<file path="src/sv/rfps_pkg.sv">
package rfps_pkg;

  // field widths
  localparam int unsigned CoordBits  = 12;
  localparam int unsigned CovBits    = 8;
  localparam int unsigned DimBits    = 13;
  localparam int unsigned RadiusBits = 8;
  localparam int unsigned BandBits   = 8;
  localparam int unsigned TitleBits  = 10;
  localparam int unsigned ColorBits  = 32;
  localparam int unsigned ChanBits   = 8;

  // signed working width for position compares
  localparam int unsigned PosBits = ((CoordBits > DimBits) ? CoordBits : DimBits) + 2;

  // squared distance and square root sizing
  localparam int unsigned SqBits         = 2 * RadiusBits;
  localparam int unsigned SumBits        = SqBits + 1;
  localparam int unsigned SqrtShift      = 2 * CovBits + 2;
  localparam int unsigned RootBits       = (SumBits + SqrtShift + 1) / 2;
  localparam int unsigned RadBits        = 2 * RootBits;
  localparam int unsigned RemBits        = RootBits + 3;
  localparam int unsigned StepsPerStage  = 2;
  localparam int unsigned SqrtStages     = (RootBits + StepsPerStage - 1) / StepsPerStage;

  // coverage holds 0 .. 2^CovBits
  localparam int unsigned CovW = CovBits + 1;

  // reset values of the registers
  localparam logic [DimBits-1:0]    FrameWidthRst  = DimBits'(640);
  localparam logic [DimBits-1:0]    FrameHeightRst = DimBits'(480);
  localparam logic [RadiusBits-1:0] RadiusRst      = '0;
  localparam logic [BandBits-1:0]   BorderRst      = BandBits'(1);
  localparam logic [TitleBits-1:0]  TitleRst       = TitleBits'(24);
  localparam logic [ColorBits-1:0]  BorderColorRst = 32'hFF00_0000;
  localparam logic [ColorBits-1:0]  TitleColorRst  = 32'hFF80_8080;
  localparam logic [ColorBits-1:0]  BodyColorRst   = 32'hFFFF_FFFF;

  typedef enum logic [1:0] {
    COV_FULL = 2'd0,
    COV_ZERO = 2'd1,
    COV_PART = 2'd2
  } cov_cls_e;

  typedef struct packed {
    logic [DimBits-1:0]    frame_width;
    logic [DimBits-1:0]    frame_height;
    logic [RadiusBits-1:0] corner_radius;
    logic [BandBits-1:0]   border_width;
    logic [TitleBits-1:0]  title_height;
    logic [ColorBits-1:0]  border_color;
    logic [ColorBits-1:0]  title_color;
    logic [ColorBits-1:0]  body_color;
  } cfg_t;

  // travels alongside the root through the sqrt pipe
  typedef struct packed {
    logic [ColorBits-1:0]  color;
    logic [RadiusBits-1:0] radius;
    cov_cls_e              cls;
  } side_t;

endpackage

</file>
<file path="src/sv/rfps_geom.sv">
module rfps_geom (
  input  logic                                clk_i,
  input  logic                                rst_ni,
  input  logic                                en_i,
  input  logic                                valid_i,
  input  logic [rfps_pkg::CoordBits-1:0]      x_i,
  input  logic [rfps_pkg::CoordBits-1:0]      y_i,
  input  rfps_pkg::cfg_t                      cfg_i,
  output logic                                valid_o,
  output logic [rfps_pkg::RadBits-1:0]        rad_o,
  output rfps_pkg::side_t                     side_o
);

  localparam int unsigned Pb = rfps_pkg::PosBits;
  localparam int unsigned Rb = rfps_pkg::RadiusBits;

  // ---------------- stage a: offsets and color choice
  logic signed [Pb-1:0] xs, ys, ws, hs, rs, bws;
  logic signed [Pb-1:0] x_right, y_bottom, x_band, y_band;
  logic                 border, title;

  logic                           a_vld_q;
  logic                           a_xlt_d, a_xlt_q, a_ylt_d, a_ylt_q;
  logic [Rb-1:0]                  a_dxlo_d, a_dxlo_q, a_dylo_d, a_dylo_q;
  logic signed [Pb-1:0]           a_dxhi_q, a_dyhi_q;
  logic [rfps_pkg::ColorBits-1:0] a_color_d, a_color_q;
  logic [Rb-1:0]                  a_r_q;

  assign xs  = $signed(Pb'(x_i));
  assign ys  = $signed(Pb'(y_i));
  assign ws  = $signed(Pb'(cfg_i.frame_width));
  assign hs  = $signed(Pb'(cfg_i.frame_height));
  assign rs  = $signed(Pb'(cfg_i.corner_radius));
  assign bws = $signed(Pb'(cfg_i.border_width));

  assign x_right  = xs - ws + rs;
  assign y_bottom = ys - hs + rs;
  assign x_band   = xs - ws + bws;
  assign y_band   = ys - hs + bws;

  assign a_xlt_d  = Pb'(x_i) < Pb'(cfg_i.corner_radius);
  assign a_ylt_d  = Pb'(y_i) < Pb'(cfg_i.corner_radius);
  // only used when the coordinate is below the radius, so it fits
  assign a_dxlo_d = Rb'(cfg_i.corner_radius - Rb'(1) - x_i[Rb-1:0]);
  assign a_dylo_d = Rb'(cfg_i.corner_radius - Rb'(1) - y_i[Rb-1:0]);

  assign border = (Pb'(x_i) < Pb'(cfg_i.border_width)) || !x_band[Pb-1] || !y_band[Pb-1];
  assign title  = Pb'(y_i) < Pb'(cfg_i.title_height);

  always_comb begin
    if (border) begin
      a_color_d = cfg_i.border_color;
    end else if (title) begin
      a_color_d = cfg_i.title_color;
    end else begin
      a_color_d = cfg_i.body_color;
    end
  end

  always_ff @(posedge clk_i or negedge rst_ni) begin
    if (!rst_ni) begin
      a_vld_q <= 1'b0;
    end else if (en_i) begin
      a_vld_q <= valid_i;
    end
  end

  always_ff @(posedge clk_i) begin
    if (en_i) begin
      a_xlt_q   <= a_xlt_d;
      a_ylt_q   <= a_ylt_d;
      a_dxlo_q  <= a_dxlo_d;
      a_dylo_q  <= a_dylo_d;
      a_dxhi_q  <= x_right;
      a_dyhi_q  <= y_bottom;
      a_color_q <= a_color_d;
      a_r_q     <= cfg_i.corner_radius;
    end
  end

  // ---------------- stage b: pick offset, flag corner and far cases
  logic [Pb-1:0] dx, dy;

  function automatic logic [Pb-1:0] pick_offset(input logic lt, input logic [Rb-1:0] lo,
                                                input logic signed [Pb-1:0] hi);
    logic [Pb-1:0] res;
    if (lt) begin
      res = Pb'(lo);
    end else if (hi[Pb-1]) begin
      res = '0;
    end else begin
      res = hi;
    end
    return res;
  endfunction

  assign dx = pick_offset(a_xlt_q, a_dxlo_q, a_dxhi_q);
  assign dy = pick_offset(a_ylt_q, a_dylo_q, a_dyhi_q);

  logic                           b_vld_q;
  logic                           b_corner_d, b_corner_q, b_far_d, b_far_q;
  logic [Rb-1:0]                  b_dx_q, b_dy_q, b_r_q;
  logic [rfps_pkg::ColorBits-1:0] b_color_q;

  assign b_corner_d = (dx != '0) && (dy != '0);
  // an offset past the radius puts the pixel outside the arc
  assign b_far_d    = (dx > Pb'(a_r_q)) || (dy > Pb'(a_r_q));

  always_ff @(posedge clk_i or negedge rst_ni) begin
    if (!rst_ni) begin
      b_vld_q <= 1'b0;
    end else if (en_i) begin
      b_vld_q <= a_vld_q;
    end
  end

  always_ff @(posedge clk_i) begin
    if (en_i) begin
      b_corner_q <= b_corner_d;
      b_far_q    <= b_far_d;
      b_dx_q     <= dx[Rb-1:0];
      b_dy_q     <= dy[Rb-1:0];
      b_r_q      <= a_r_q;
      b_color_q  <= a_color_q;
    end
  end

  // ---------------- stage c: squares
  localparam int unsigned Sq = rfps_pkg::SqBits;

  logic                           c_vld_q;
  logic [Sq-1:0]                  c_dxx_d, c_dxx_q, c_dyy_d, c_dyy_q;
  logic [Sq-1:0]                  c_rr_d, c_rr_q, c_inner_d, c_inner_q;
  logic [Rb-1:0]                  r_m1;
  logic                           c_corner_q, c_far_q;
  logic [Rb-1:0]                  c_r_q;
  logic [rfps_pkg::ColorBits-1:0] c_color_q;

  assign r_m1      = b_r_q - Rb'(1);
  assign c_dxx_d   = Sq'(b_dx_q) * Sq'(b_dx_q);
  assign c_dyy_d   = Sq'(b_dy_q) * Sq'(b_dy_q);
  assign c_rr_d    = Sq'(b_r_q) * Sq'(b_r_q);
  assign c_inner_d = Sq'(r_m1) * Sq'(r_m1);

  always_ff @(posedge clk_i or negedge rst_ni) begin
    if (!rst_ni) begin
      c_vld_q <= 1'b0;
    end else if (en_i) begin
      c_vld_q <= b_vld_q;
    end
  end

  always_ff @(posedge clk_i) begin
    if (en_i) begin
      c_dxx_q    <= c_dxx_d;
      c_dyy_q    <= c_dyy_d;
      c_rr_q     <= c_rr_d;
      c_inner_q  <= c_inner_d;
      c_corner_q <= b_corner_q;
      c_far_q    <= b_far_q;
      c_r_q      <= b_r_q;
      c_color_q  <= b_color_q;
    end
  end

  // ---------------- stage d: classify coverage, form radicand
  logic [rfps_pkg::SumBits-1:0] s_sum;
  rfps_pkg::cov_cls_e           d_cls_d;
  logic                         d_vld_q;
  logic [rfps_pkg::RadBits-1:0] d_rad_d, d_rad_q;
  rfps_pkg::side_t              d_side_q;

  assign s_sum = rfps_pkg::SumBits'(c_dxx_q) + rfps_pkg::SumBits'(c_dyy_q);

  always_comb begin
    if (!c_corner_q) begin
      d_cls_d = rfps_pkg::COV_FULL;
    end else if (c_far_q || (s_sum > rfps_pkg::SumBits'(c_rr_q))) begin
      d_cls_d = rfps_pkg::COV_ZERO;
    end else if (s_sum <= rfps_pkg::SumBits'(c_inner_q)) begin
      d_cls_d = rfps_pkg::COV_FULL;
    end else begin
      d_cls_d = rfps_pkg::COV_PART;
    end
  end

  assign d_rad_d = rfps_pkg::RadBits'(s_sum) << rfps_pkg::SqrtShift;

  always_ff @(posedge clk_i or negedge rst_ni) begin
    if (!rst_ni) begin
      d_vld_q <= 1'b0;
    end else if (en_i) begin
      d_vld_q <= c_vld_q;
    end
  end

  always_ff @(posedge clk_i) begin
    if (en_i) begin
      d_rad_q         <= d_rad_d;
      d_side_q.color  <= c_color_q;
      d_side_q.radius <= c_r_q;
      d_side_q.cls    <= d_cls_d;
    end
  end

  assign valid_o = d_vld_q;
  assign rad_o   = d_rad_q;
  assign side_o  = d_side_q;

endmodule

</file>
<file path="src/sv/rfps_sqrt.sv">
module rfps_sqrt (
  input  logic                          clk_i,
  input  logic                          rst_ni,
  input  logic                          en_i,
  input  logic                          valid_i,
  input  logic [rfps_pkg::RadBits-1:0]  rad_i,
  input  rfps_pkg::side_t               side_i,
  output logic                          valid_o,
  output logic [rfps_pkg::RootBits-1:0] root_o,
  output rfps_pkg::side_t               side_o
);

  localparam int unsigned Ns   = rfps_pkg::SqrtStages;
  localparam int unsigned Nk   = rfps_pkg::StepsPerStage;
  localparam int unsigned RtB  = rfps_pkg::RootBits;
  localparam int unsigned RmB  = rfps_pkg::RemBits;
  localparam int unsigned RdB  = rfps_pkg::RadBits;

  logic [Ns-1:0]   vld_d, vld_q;
  logic [RmB-1:0]  rem_d [Ns];
  logic [RmB-1:0]  rem_q [Ns];
  logic [RtB-1:0]  root_d [Ns];
  logic [RtB-1:0]  root_q [Ns];
  logic [RdB-1:0]  rad_d [Ns];
  logic [RdB-1:0]  rad_q [Ns];
  rfps_pkg::side_t side_d [Ns];
  rfps_pkg::side_t side_q [Ns];

  // restoring digit recurrence, two bits of radicand per step
  always_comb begin
    logic [RmB-1:0] rem;
    logic [RtB-1:0] root;
    logic [RdB-1:0] rad;
    logic [RmB-1:0] trial;
    for (int s = 0; s < Ns; s++) begin
      if (s == 0) begin
        vld_d[s]  = valid_i;
        side_d[s] = side_i;
        rem       = '0;
        root      = '0;
        rad       = rad_i;
      end else begin
        vld_d[s]  = vld_q[s-1];
        side_d[s] = side_q[s-1];
        rem       = rem_q[s-1];
        root      = root_q[s-1];
        rad       = rad_q[s-1];
      end
      for (int k = 0; k < Nk; k++) begin
        if (s * Nk + k < RtB) begin
          rem   = {rem[RmB-3:0], rad[RdB-1 -: 2]};
          rad   = rad << 2;
          trial = RmB'({root, 2'b01});
          if (rem >= trial) begin
            rem  = rem - trial;
            root = {root[RtB-2:0], 1'b1};
          end else begin
            root = {root[RtB-2:0], 1'b0};
          end
        end
      end
      rem_d[s]  = rem;
      root_d[s] = root;
      rad_d[s]  = rad;
    end
  end

  always_ff @(posedge clk_i or negedge rst_ni) begin
    if (!rst_ni) begin
      vld_q <= '0;
    end else if (en_i) begin
      vld_q <= vld_d;
    end
  end

  always_ff @(posedge clk_i) begin
    if (en_i) begin
      rem_q  <= rem_d;
      root_q <= root_d;
      rad_q  <= rad_d;
      side_q <= side_d;
    end
  end

  assign valid_o = vld_q[Ns-1];
  assign root_o  = root_q[Ns-1];
  assign side_o  = side_q[Ns-1];

endmodule

</file>
<file path="src/sv/rfps_blend.sv">
module rfps_blend (
  input  logic                           clk_i,
  input  logic                           rst_ni,
  input  logic                           en_i,
  input  logic                           valid_i,
  input  logic [rfps_pkg::RootBits-1:0]  root_i,
  input  rfps_pkg::side_t                side_i,
  output logic                           valid_o,
  output logic [rfps_pkg::ColorBits-1:0] argb_o
);

  localparam int unsigned F   = rfps_pkg::CovBits;
  localparam int unsigned Cw  = rfps_pkg::CovW;
  localparam int unsigned Wd  = rfps_pkg::RootBits + 1;
  localparam int unsigned Cb  = rfps_pkg::ChanBits;
  localparam int unsigned Pw  = Cb + Cw;
  localparam int unsigned Nch = rfps_pkg::ColorBits / Cb;

  // ---------------- stage e: coverage value
  logic [Wd-1:0]                  rt, top, diff;
  logic [Cw-1:0]                  e_cov_d, e_cov_q;
  logic                           e_vld_q;
  logic [rfps_pkg::ColorBits-1:0] e_color_q;

  // round to nearest from a root with one extra fraction bit
  assign rt   = (Wd'(root_i) + Wd'(1)) >> 1;
  assign top  = Wd'({side_i.radius, F'(0)});
  assign diff = top - rt;

  always_comb begin
    case (side_i.cls)
      rfps_pkg::COV_ZERO: e_cov_d = '0;
      rfps_pkg::COV_PART: e_cov_d = diff[Cw-1:0];
      default:            e_cov_d = Cw'(1) << F;
    endcase
  end

  always_ff @(posedge clk_i or negedge rst_ni) begin
    if (!rst_ni) begin
      e_vld_q <= 1'b0;
    end else if (en_i) begin
      e_vld_q <= valid_i;
    end
  end

  always_ff @(posedge clk_i) begin
    if (en_i) begin
      e_cov_q   <= e_cov_d;
      e_color_q <= side_i.color;
    end
  end

  // ---------------- stage f: scale each channel, output register
  logic [rfps_pkg::ColorBits-1:0] argb_d, argb_q;
  logic                           out_vld_q;

  always_comb begin
    logic [Pw-1:0] prod;
    for (int c = 0; c < Nch; c++) begin
      prod = Pw'(e_color_q[c*Cb +: Cb]) * Pw'(e_cov_q) + (Pw'(1) << (F - 1));
      argb_d[c*Cb +: Cb] = prod[F +: Cb];
    end
  end

  always_ff @(posedge clk_i or negedge rst_ni) begin
    if (!rst_ni) begin
      out_vld_q <= 1'b0;
    end else if (en_i) begin
      out_vld_q <= e_vld_q;
    end
  end

  always_ff @(posedge clk_i) begin
    if (en_i) begin
      argb_q <= argb_d;
    end
  end

  assign valid_o = out_vld_q;
  assign argb_o  = argb_q;

endmodule

</file>
<file path="src/sv/rounded_frame_pixel_shader.sv">
// the pipe holds 4 geometry stages, 9 square root stages at two root bits each,
//   a coverage stage and the output register
// throughput: one pixel per cycle; the whole pipe advances together and holds
//   while the output transfer is stalled
// reset: rst_ni asynchronous active low, clears all valid bits and loads the
//   register defaults; no clearing pass, ready for pixels right after reset
module rounded_frame_pixel_shader (
  input  logic                               clk_i,
  input  logic                               rst_ni,
  // pixel input channel
  input  logic                               in_valid_i,
  output logic                               in_stall_o,
  input  logic [rfps_pkg::CoordBits-1:0]     pixel_x_i,
  input  logic [rfps_pkg::CoordBits-1:0]     pixel_y_i,
  // pixel output channel
  output logic                               out_valid_o,
  input  logic                               out_stall_i,
  output logic [rfps_pkg::ColorBits-1:0]     pixel_argb_o,
  // register write port
  input  logic                               cfg_we_i,
  input  logic [3:0]                         cfg_index_i,
  input  logic [rfps_pkg::ColorBits-1:0]     cfg_data_i
);

  // register indexes
  typedef enum logic [3:0] {
    REG_FRAME_WIDTH  = 4'd0,
    REG_FRAME_HEIGHT = 4'd1,
    REG_RADIUS       = 4'd2,
    REG_BORDER_WIDTH = 4'd3,
    REG_TITLE_HEIGHT = 4'd4,
    REG_BORDER_COLOR = 4'd5,
    REG_TITLE_COLOR  = 4'd6,
    REG_BODY_COLOR   = 4'd7
  } reg_idx_e;

  // ---------------- configuration registers
  rfps_pkg::cfg_t cfg_d, cfg_q;

  always_comb begin
    cfg_d = cfg_q;
    if (cfg_we_i) begin
      case (cfg_index_i)
        REG_FRAME_WIDTH:  cfg_d.frame_width   = cfg_data_i[rfps_pkg::DimBits-1:0];
        REG_FRAME_HEIGHT: cfg_d.frame_height  = cfg_data_i[rfps_pkg::DimBits-1:0];
        REG_RADIUS:       cfg_d.corner_radius = cfg_data_i[rfps_pkg::RadiusBits-1:0];
        REG_BORDER_WIDTH: cfg_d.border_width  = cfg_data_i[rfps_pkg::BandBits-1:0];
        REG_TITLE_HEIGHT: cfg_d.title_height  = cfg_data_i[rfps_pkg::TitleBits-1:0];
        REG_BORDER_COLOR: cfg_d.border_color  = cfg_data_i;
        REG_TITLE_COLOR:  cfg_d.title_color   = cfg_data_i;
        REG_BODY_COLOR:   cfg_d.body_color    = cfg_data_i;
        default:          cfg_d = cfg_q; // writes past the list are dropped
      endcase
    end
  end

  always_ff @(posedge clk_i or negedge rst_ni) begin
    if (!rst_ni) begin
      cfg_q.frame_width   <= rfps_pkg::FrameWidthRst;
      cfg_q.frame_height  <= rfps_pkg::FrameHeightRst;
      cfg_q.corner_radius <= rfps_pkg::RadiusRst;
      cfg_q.border_width  <= rfps_pkg::BorderRst;
      cfg_q.title_height  <= rfps_pkg::TitleRst;
      cfg_q.border_color  <= rfps_pkg::BorderColorRst;
      cfg_q.title_color   <= rfps_pkg::TitleColorRst;
      cfg_q.body_color    <= rfps_pkg::BodyColorRst;
    end else begin
      cfg_q <= cfg_d;
    end
  end

  // ---------------- pipeline advance
  // every stage moves when the output register is empty or its transfer
  // completes, so a stall freezes the whole pipe without loss
  logic pipe_en;

  assign pipe_en    = !(out_valid_o && out_stall_i);
  assign in_stall_o = !pipe_en;

  // ---------------- geometry: corner offsets, color, squares, class
  logic                         geo_valid;
  logic [rfps_pkg::RadBits-1:0] geo_rad;
  rfps_pkg::side_t              geo_side;

  rfps_geom u_geom (
    .clk_i   (clk_i),
    .rst_ni  (rst_ni),
    .en_i    (pipe_en),
    .valid_i (in_valid_i),
    .x_i     (pixel_x_i),
    .y_i     (pixel_y_i),
    .cfg_i   (cfg_q),
    .valid_o (geo_valid),
    .rad_o   (geo_rad),
    .side_o  (geo_side)
  );

  // ---------------- pipelined square root of the scaled distance
  logic                          sqrt_valid;
  logic [rfps_pkg::RootBits-1:0] sqrt_root;
  rfps_pkg::side_t               sqrt_side;

  rfps_sqrt u_sqrt (
    .clk_i   (clk_i),
    .rst_ni  (rst_ni),
    .en_i    (pipe_en),
    .valid_i (geo_valid),
    .rad_i   (geo_rad),
    .side_i  (geo_side),
    .valid_o (sqrt_valid),
    .root_o  (sqrt_root),
    .side_o  (sqrt_side)
  );

  // ---------------- coverage and channel scaling, holds the output register
  rfps_blend u_blend (
    .clk_i   (clk_i),
    .rst_ni  (rst_ni),
    .en_i    (pipe_en),
    .valid_i (sqrt_valid),
    .root_i  (sqrt_root),
    .side_i  (sqrt_side),
    .valid_o (out_valid_o),
    .argb_o  (pixel_argb_o)
  );

endmodule

</file>
<file path="config.mk">
export PLATFORM = sky130hd
export DESIGN_NAME = rounded_frame_pixel_shader
export DESIGN_NICKNAME = d
export VERILOG_FILES = /design/src/sv/rfps_pkg.sv /design/src/sv/rfps_geom.sv /design/src/sv/rfps_sqrt.sv /design/src/sv/rfps_blend.sv /design/src/sv/rounded_frame_pixel_shader.sv
export SDC_FILE = /design/constraint.sdc
export NUM_CORES = 2
export LEC_CHECK = 0
export BUFFER_PORTS_ARGS = -buffer_cell sky130_fd_sc_hd__buf_2
export CAP_MARGIN = 40
export CORE_MARGIN = 1
export CORE_UTILIZATION = 30
export CTS_CLUSTER_DIAMETER = 30
export DETAILED_ROUTE_END_ITERATION = 16
export GPL_TIMING_DRIVEN = 0
export PLACE_DENSITY = 0.52
export SYNTH_ARGS = -nofsm -noshare
export SYNTH_HDL_FRONTEND = slang
export SYNTH_SLANG_ARGS = --single-unit
</file>
<file path="constraint.sdc">
create_clock -name clk_i -period 28.6 [get_ports clk_i]
set_clock_uncertainty 0.05 [all_clocks]
set_input_delay 2.86 -clock clk_i [delete_from_list [all_inputs] [get_ports clk_i]]
set_output_delay 2.86 -clock clk_i [all_outputs]
set_load 0.005 [all_outputs]
</file>
* After elaboration in Yosys (flattened, before gate mapping)
Index checks and enable logic that the tools add are counted. Widths: inputs -> output; s select.
Storage, ports and cells: register bits 1114, input bits 65, output and inout bits 34, word-level logic and storage cells 239
Operators by class: add/subtract/negate cells 34, multipliers 8, order comparisons 26, equality and inequality tests 9, multiplexer cells 44, bitwise operators 1, reductions and logical operators 20
Operators by type and width (number):
- $mux 19 | 17
- $add 16x8->16 const B | 4
- $mul 8x8->16 | 4
- $mul 8x9->16 | 4
- $mux 32 | 2
- $lt 12x8->1 | 3
- $add 14x9->15 | 2
- $add 15x9->15 | 2
- $gt 15x8->1 | 2
- $mux 15 | 2
- $reduce_bool 15->1 | 2
- $mux 14 | 2
- $sub 12x13->14 | 2
- $ge 21x10->1 | 1
- $ge 21x11->1 | 1
- $ge 21x12->1 | 1
- $ge 21x13->1 | 1
- $ge 21x14->1 | 1
- $ge 21x15->1 | 1
- $ge 21x16->1 | 1
- $ge 21x17->1 | 1
- $ge 21x18->1 | 1
- $ge 21x19->1 | 1
- $ge 21x3->1 | 1
- other kinds (47) | 83

* Depth between registers and ports, before layout
depth after elaboration 6, gate-level depth with buffers 24, mapped depth without buffers 23

* Modules after synthesis
A second synthesis with hierarchy kept.
Unflattened totals: cell total of the unflattened synthesis 6168, area total of the unflattened synthesis 75528.7 um^2
Modules (own cells, without submodules):
- rfps_sqrt | times used 1, cells an instance 2699, area each 35955.7 um^2, sequential area each 22866.9 um^2
- rfps_geom | times used 1, cells an instance 1995, area each 22415.2 um^2, sequential area each 9288.9 um^2
- rfps_blend | times used 1, cells an instance 1150, area each 11519.8 um^2, sequential area each 2242.2 um^2
- rounded_frame_pixel_shader | times used 1, cells an instance 324, area each 5637.9 um^2, sequential area each 3778.6 um^2

* Worst setup path before layout
OpenSTA, ideal clock, no wires.
path type input port to output port, start input out_stall_i, end output in_stall_o, data arrival time 29.369 ns, data required time 25.690 ns, path slack -3.679 ns, stages on the path 3, path buffers 1, cells stage by stage nand2_1 -> clkbuf_1 -> inv_1
On the way: cells in the longest elaborated chain, start to end 1
RTL lines:
- from (decl) | RTL line rounded_frame_pixel_shader.sv:17 | input logic out_stall_i,
- $logic_and 1x1->1 | RTL line rounded_frame_pixel_shader.sv:77 | assign pipe_en = !(out_valid_o && out_stall_i);
- to (decl) | RTL line rounded_frame_pixel_shader.sv:12 | output logic in_stall_o,
Every way passes these cells.

* Worst setup path after layout
Ends and elaborated chain as after synthesis.

==> impl_metrics.py <==
metrics = {
    "synth": {
        "syn_avg_cell_area_sq_um": 12.05,
        "ys_seq_area_share_pct": 48.07,
        "synth.cell_area_sq_mm": 0.06662,
        "postSynth.asyncResetShare_pct": 14.94,
        "yosysTopAreaCell": "edfxtp_1",
        "synthTopCellsByArea": "edfxtp_1, ha_1, fa_1",
        "synth_edf_count": 928,
        "synth_cell_types": 108,
        "ys_warn_count": 0,
        "postSynthCellCount": 5529,
        "synth_common_cells": "edfxtp_1, inv_1, ha_1",
        "ys_seq_elements": 1091,
        "yosysMostFrequentCell": "edfxtp_1",
        "synth_flop_cell": "edfxtp_1",
        "synth_top_area_share_pct": 41.83,
    },
    "global_routing": {
        "grt_pass1_wl_microns": 225900,
        "grtUsageMet2_pct": 20.07,
        "grt_use_met3_pct": 2.502,
        "grt_usage_pct": 12.45,
        "grt_max_degree": 118,
        "grt_pass1_vias": 42670,
        "grt_use_met1_pct": 16.73,
        "grt_overflow": 0,
        "grt_antenna_before_repair": 5,
        "busiest_layer": "met2",
    },
    "cells_and_area": {
        "final_area_sq_mm": 0.07971,
        "drive_gt1_share_pct": 14.85,
        "fin_nets": 6820,
        "syn2layout_area_growth_pct": 19.65,
        "final_cells": 9060,
    },
    "worst_setup_path": {
        "path_max_fanout": 113,
        "r2r_slack_ns": 21.81,
        "crit_arrival_ns": 5.79,
        "r2r-end": "u_sqrt.rem_q[75]$_DFFE_PN_",
        "worst_setup_path_start_kind": "input port",
        "critical_path_class": "in -> out",
        "reg2reg_depth": 22,
        "reg2reg_from": "u_sqrt.root_q[73]$_DFFE_PN_",
        "worst_ep_required_time_ns": 25.69,
        "endpoint_kind": "output pin",
    },
    "die": {
        "io_pins": 99,
        "dieArea_sq_mm": 0.2239,
        "placementRows": 172,
        "die_x_microns": 473.2,
        "die_y_microns": 473.2,
        "start_util_pct": 30.26,
        "fp.coreArea_sq_mm": 0.2202,
    },
    "routing": {
        "drt_iter0_drc": 2161,
        "drc": 0,
        "num_vias": 41440,
        "routedWlPerCell_microns": 15.34,
        "drt-pass1-iter-count": 5,
        "vias_per_cell": 4.574,
        "totalWireLength_microns": 139000,
        "ant_nets": 0,
    },
    "job": {
        "maxCapViolCount": 0,
    },
    "cts": {
        "cts_buffers": 240,
        "tritoncts": "done",
        "cts.clk_slew.worst_paths_ns": 0.05,
        "cts.sinks": 1091,
        "htree_num_levels": 4,
        "cts_setup_buffers": 0,
        "cts_resized": 0,
        "cts_buffer_depth": 3,
        "clock-root-buffer": "clkbuf_16",
        "clk_latency_ns": 0.86,
        "ctsHoldBuffers": 0,
    },
    "timing": {
        "hold_viol": 0,
        "worstMarginPinSlew_ns": 0.9024,
        "finalSetupViolations": 0,
        "slew_headroom_pct": 39.73,
        "fin_setup_tns_ns": 0,
        "max_freq_ghz": 0.1150,
        "final.period_utilization_pct": 30.42,
        "fin_ws_ns": 19.90,
        "rsz0062_at_grt": "false",
        "slew_viol_final": 0,
        "final.min_clock_period_ns": 8.699,
    },
    "min_path": {
        "min_to": "u_sqrt.side_d[185]$_DFFE_PN_",
        "holdPathStages": 0,
        "holdCritPathClass": "reg -> reg",
        "min_from": "u_sqrt.side_d[227]$_DFFE_PN_",
    },
    "placed_design": {
        "preCtsSetupSlack_ns": 19.82,
        "place.gp.congestion": 0.8256,
        "dp_cells": 8606,
        "place_area_sq_mm": 0.07116,
        "port_buffers": 97,
        "hpwl_microns": 102100,
    },
    "status": {
        "outcome": "complete, no violations",
    },
}
==> cell type report <==
cell class,instances,area [sq um]
flip-flops and latches,1091,32020
clock buffers,270,6128
inverters,654,2456
clock inverters,182,2417
multi-input cells,3661,31650
well taps,2958,3701
plain buffers,126,518.0
repair buffers,116,812.0
fillers,21280,140500
diodes,2,5.005
==> registers in the layout (all words and copies together), names as in the netlist, 35 cells and up <==
signal	flops
u_sqrt.side_d	280
u_geom.side_o	35
u_sqrt.rem_q	134
u_sqrt.root_q	72
cfg_q	148
u_sqrt.side_o	35
==> layer usage <==
layer	wire length, microns	share of wire, %
met5	75	0.054
met4	3268	2.4
met3	5916	4.3
met2	63510	46
met1	66180	48
==> worst max path at each step <==
stage | start | to | slack, ns | cells past startpoint
floorplan | out_stall_i | in_stall_o | 10.46 | 3
global placement | out_stall_i | in_stall_o | 5.19 | 5
detailed placement | out_stall_i | in_stall_o | 19.82 | 8
CTS | out_stall_i | in_stall_o | 19.82 | 8
global route | out_stall_i | in_stall_o | 19.58 | 8
finish | out_stall_i | in_stall_o | 19.90 | 8
==> critical path, cell delays in order <==
cell,delay (ns)
buf_2,0.10
nand2_1,0.27
clkbuf_8,0.61
buf_16,0.45
buf_16,0.50
buf_16,0.45
inv_1,0.07
buf_2,0.14
==> kinds of logic after synthesis <==
| kind of cell | after synthesis | share of synthesized area, % |
|---|---|---|
| AO/OA/AOI/OAI | 811 | 8.296 |
| XOR/XNOR | 346 | 4.549 |
| adder cells (fa/ha/maj) | 865 | 19.31 |
| other | 1 | 0.005629 |
| multiplexers | 272 | 4.587 |
| buffers and inverters | 780 | 4.449 |
| flip-flops | 1091 | 48.07 |
| AND/OR/NAND/NOR | 1363 | 10.73 |
==> metrics by stage <==
step,utilization (%),hold slack (ns)
6_report,36.20,0.3295
5_1_grt,36.20,0.3407
4_1_cts,36.20,0.3285
3_5_place_dp,32.32,0.3545
3_3_place_gp,32.17,0.3506
2_1_floorplan,-,0.3503
==> placed cells by master (no fill, tap or decap), types with 35 or more instances in the layout <==
cell / count
xnor2_1: 244
nor2_1: 280
nand2_1: 319
bufinv_16: 42
and3_1: 38
fa_1: 272
dfstp_2: 60
buf_2: 110
o21a_1: 71
inv_1: 650
dfrtp_1: 103
and2_1: 230
edfxtp_1: 928
o21ai_0: 143
o21bai_1: 41
a21oi_1: 201
nand2b_1: 39
clkbuf_16: 240
a21o_1: 82
xor2_1: 102
nor3_1: 78
clkinv_2: 47
nand3_1: 53
ha_1: 593
a311o_1: 35
mux2_2: 251
clkbuf_1: 133
nor2b_1: 100
Power is not shown: default switching activity piles up to over one toggle a cycle in this logic, so the estimate is an artifact.
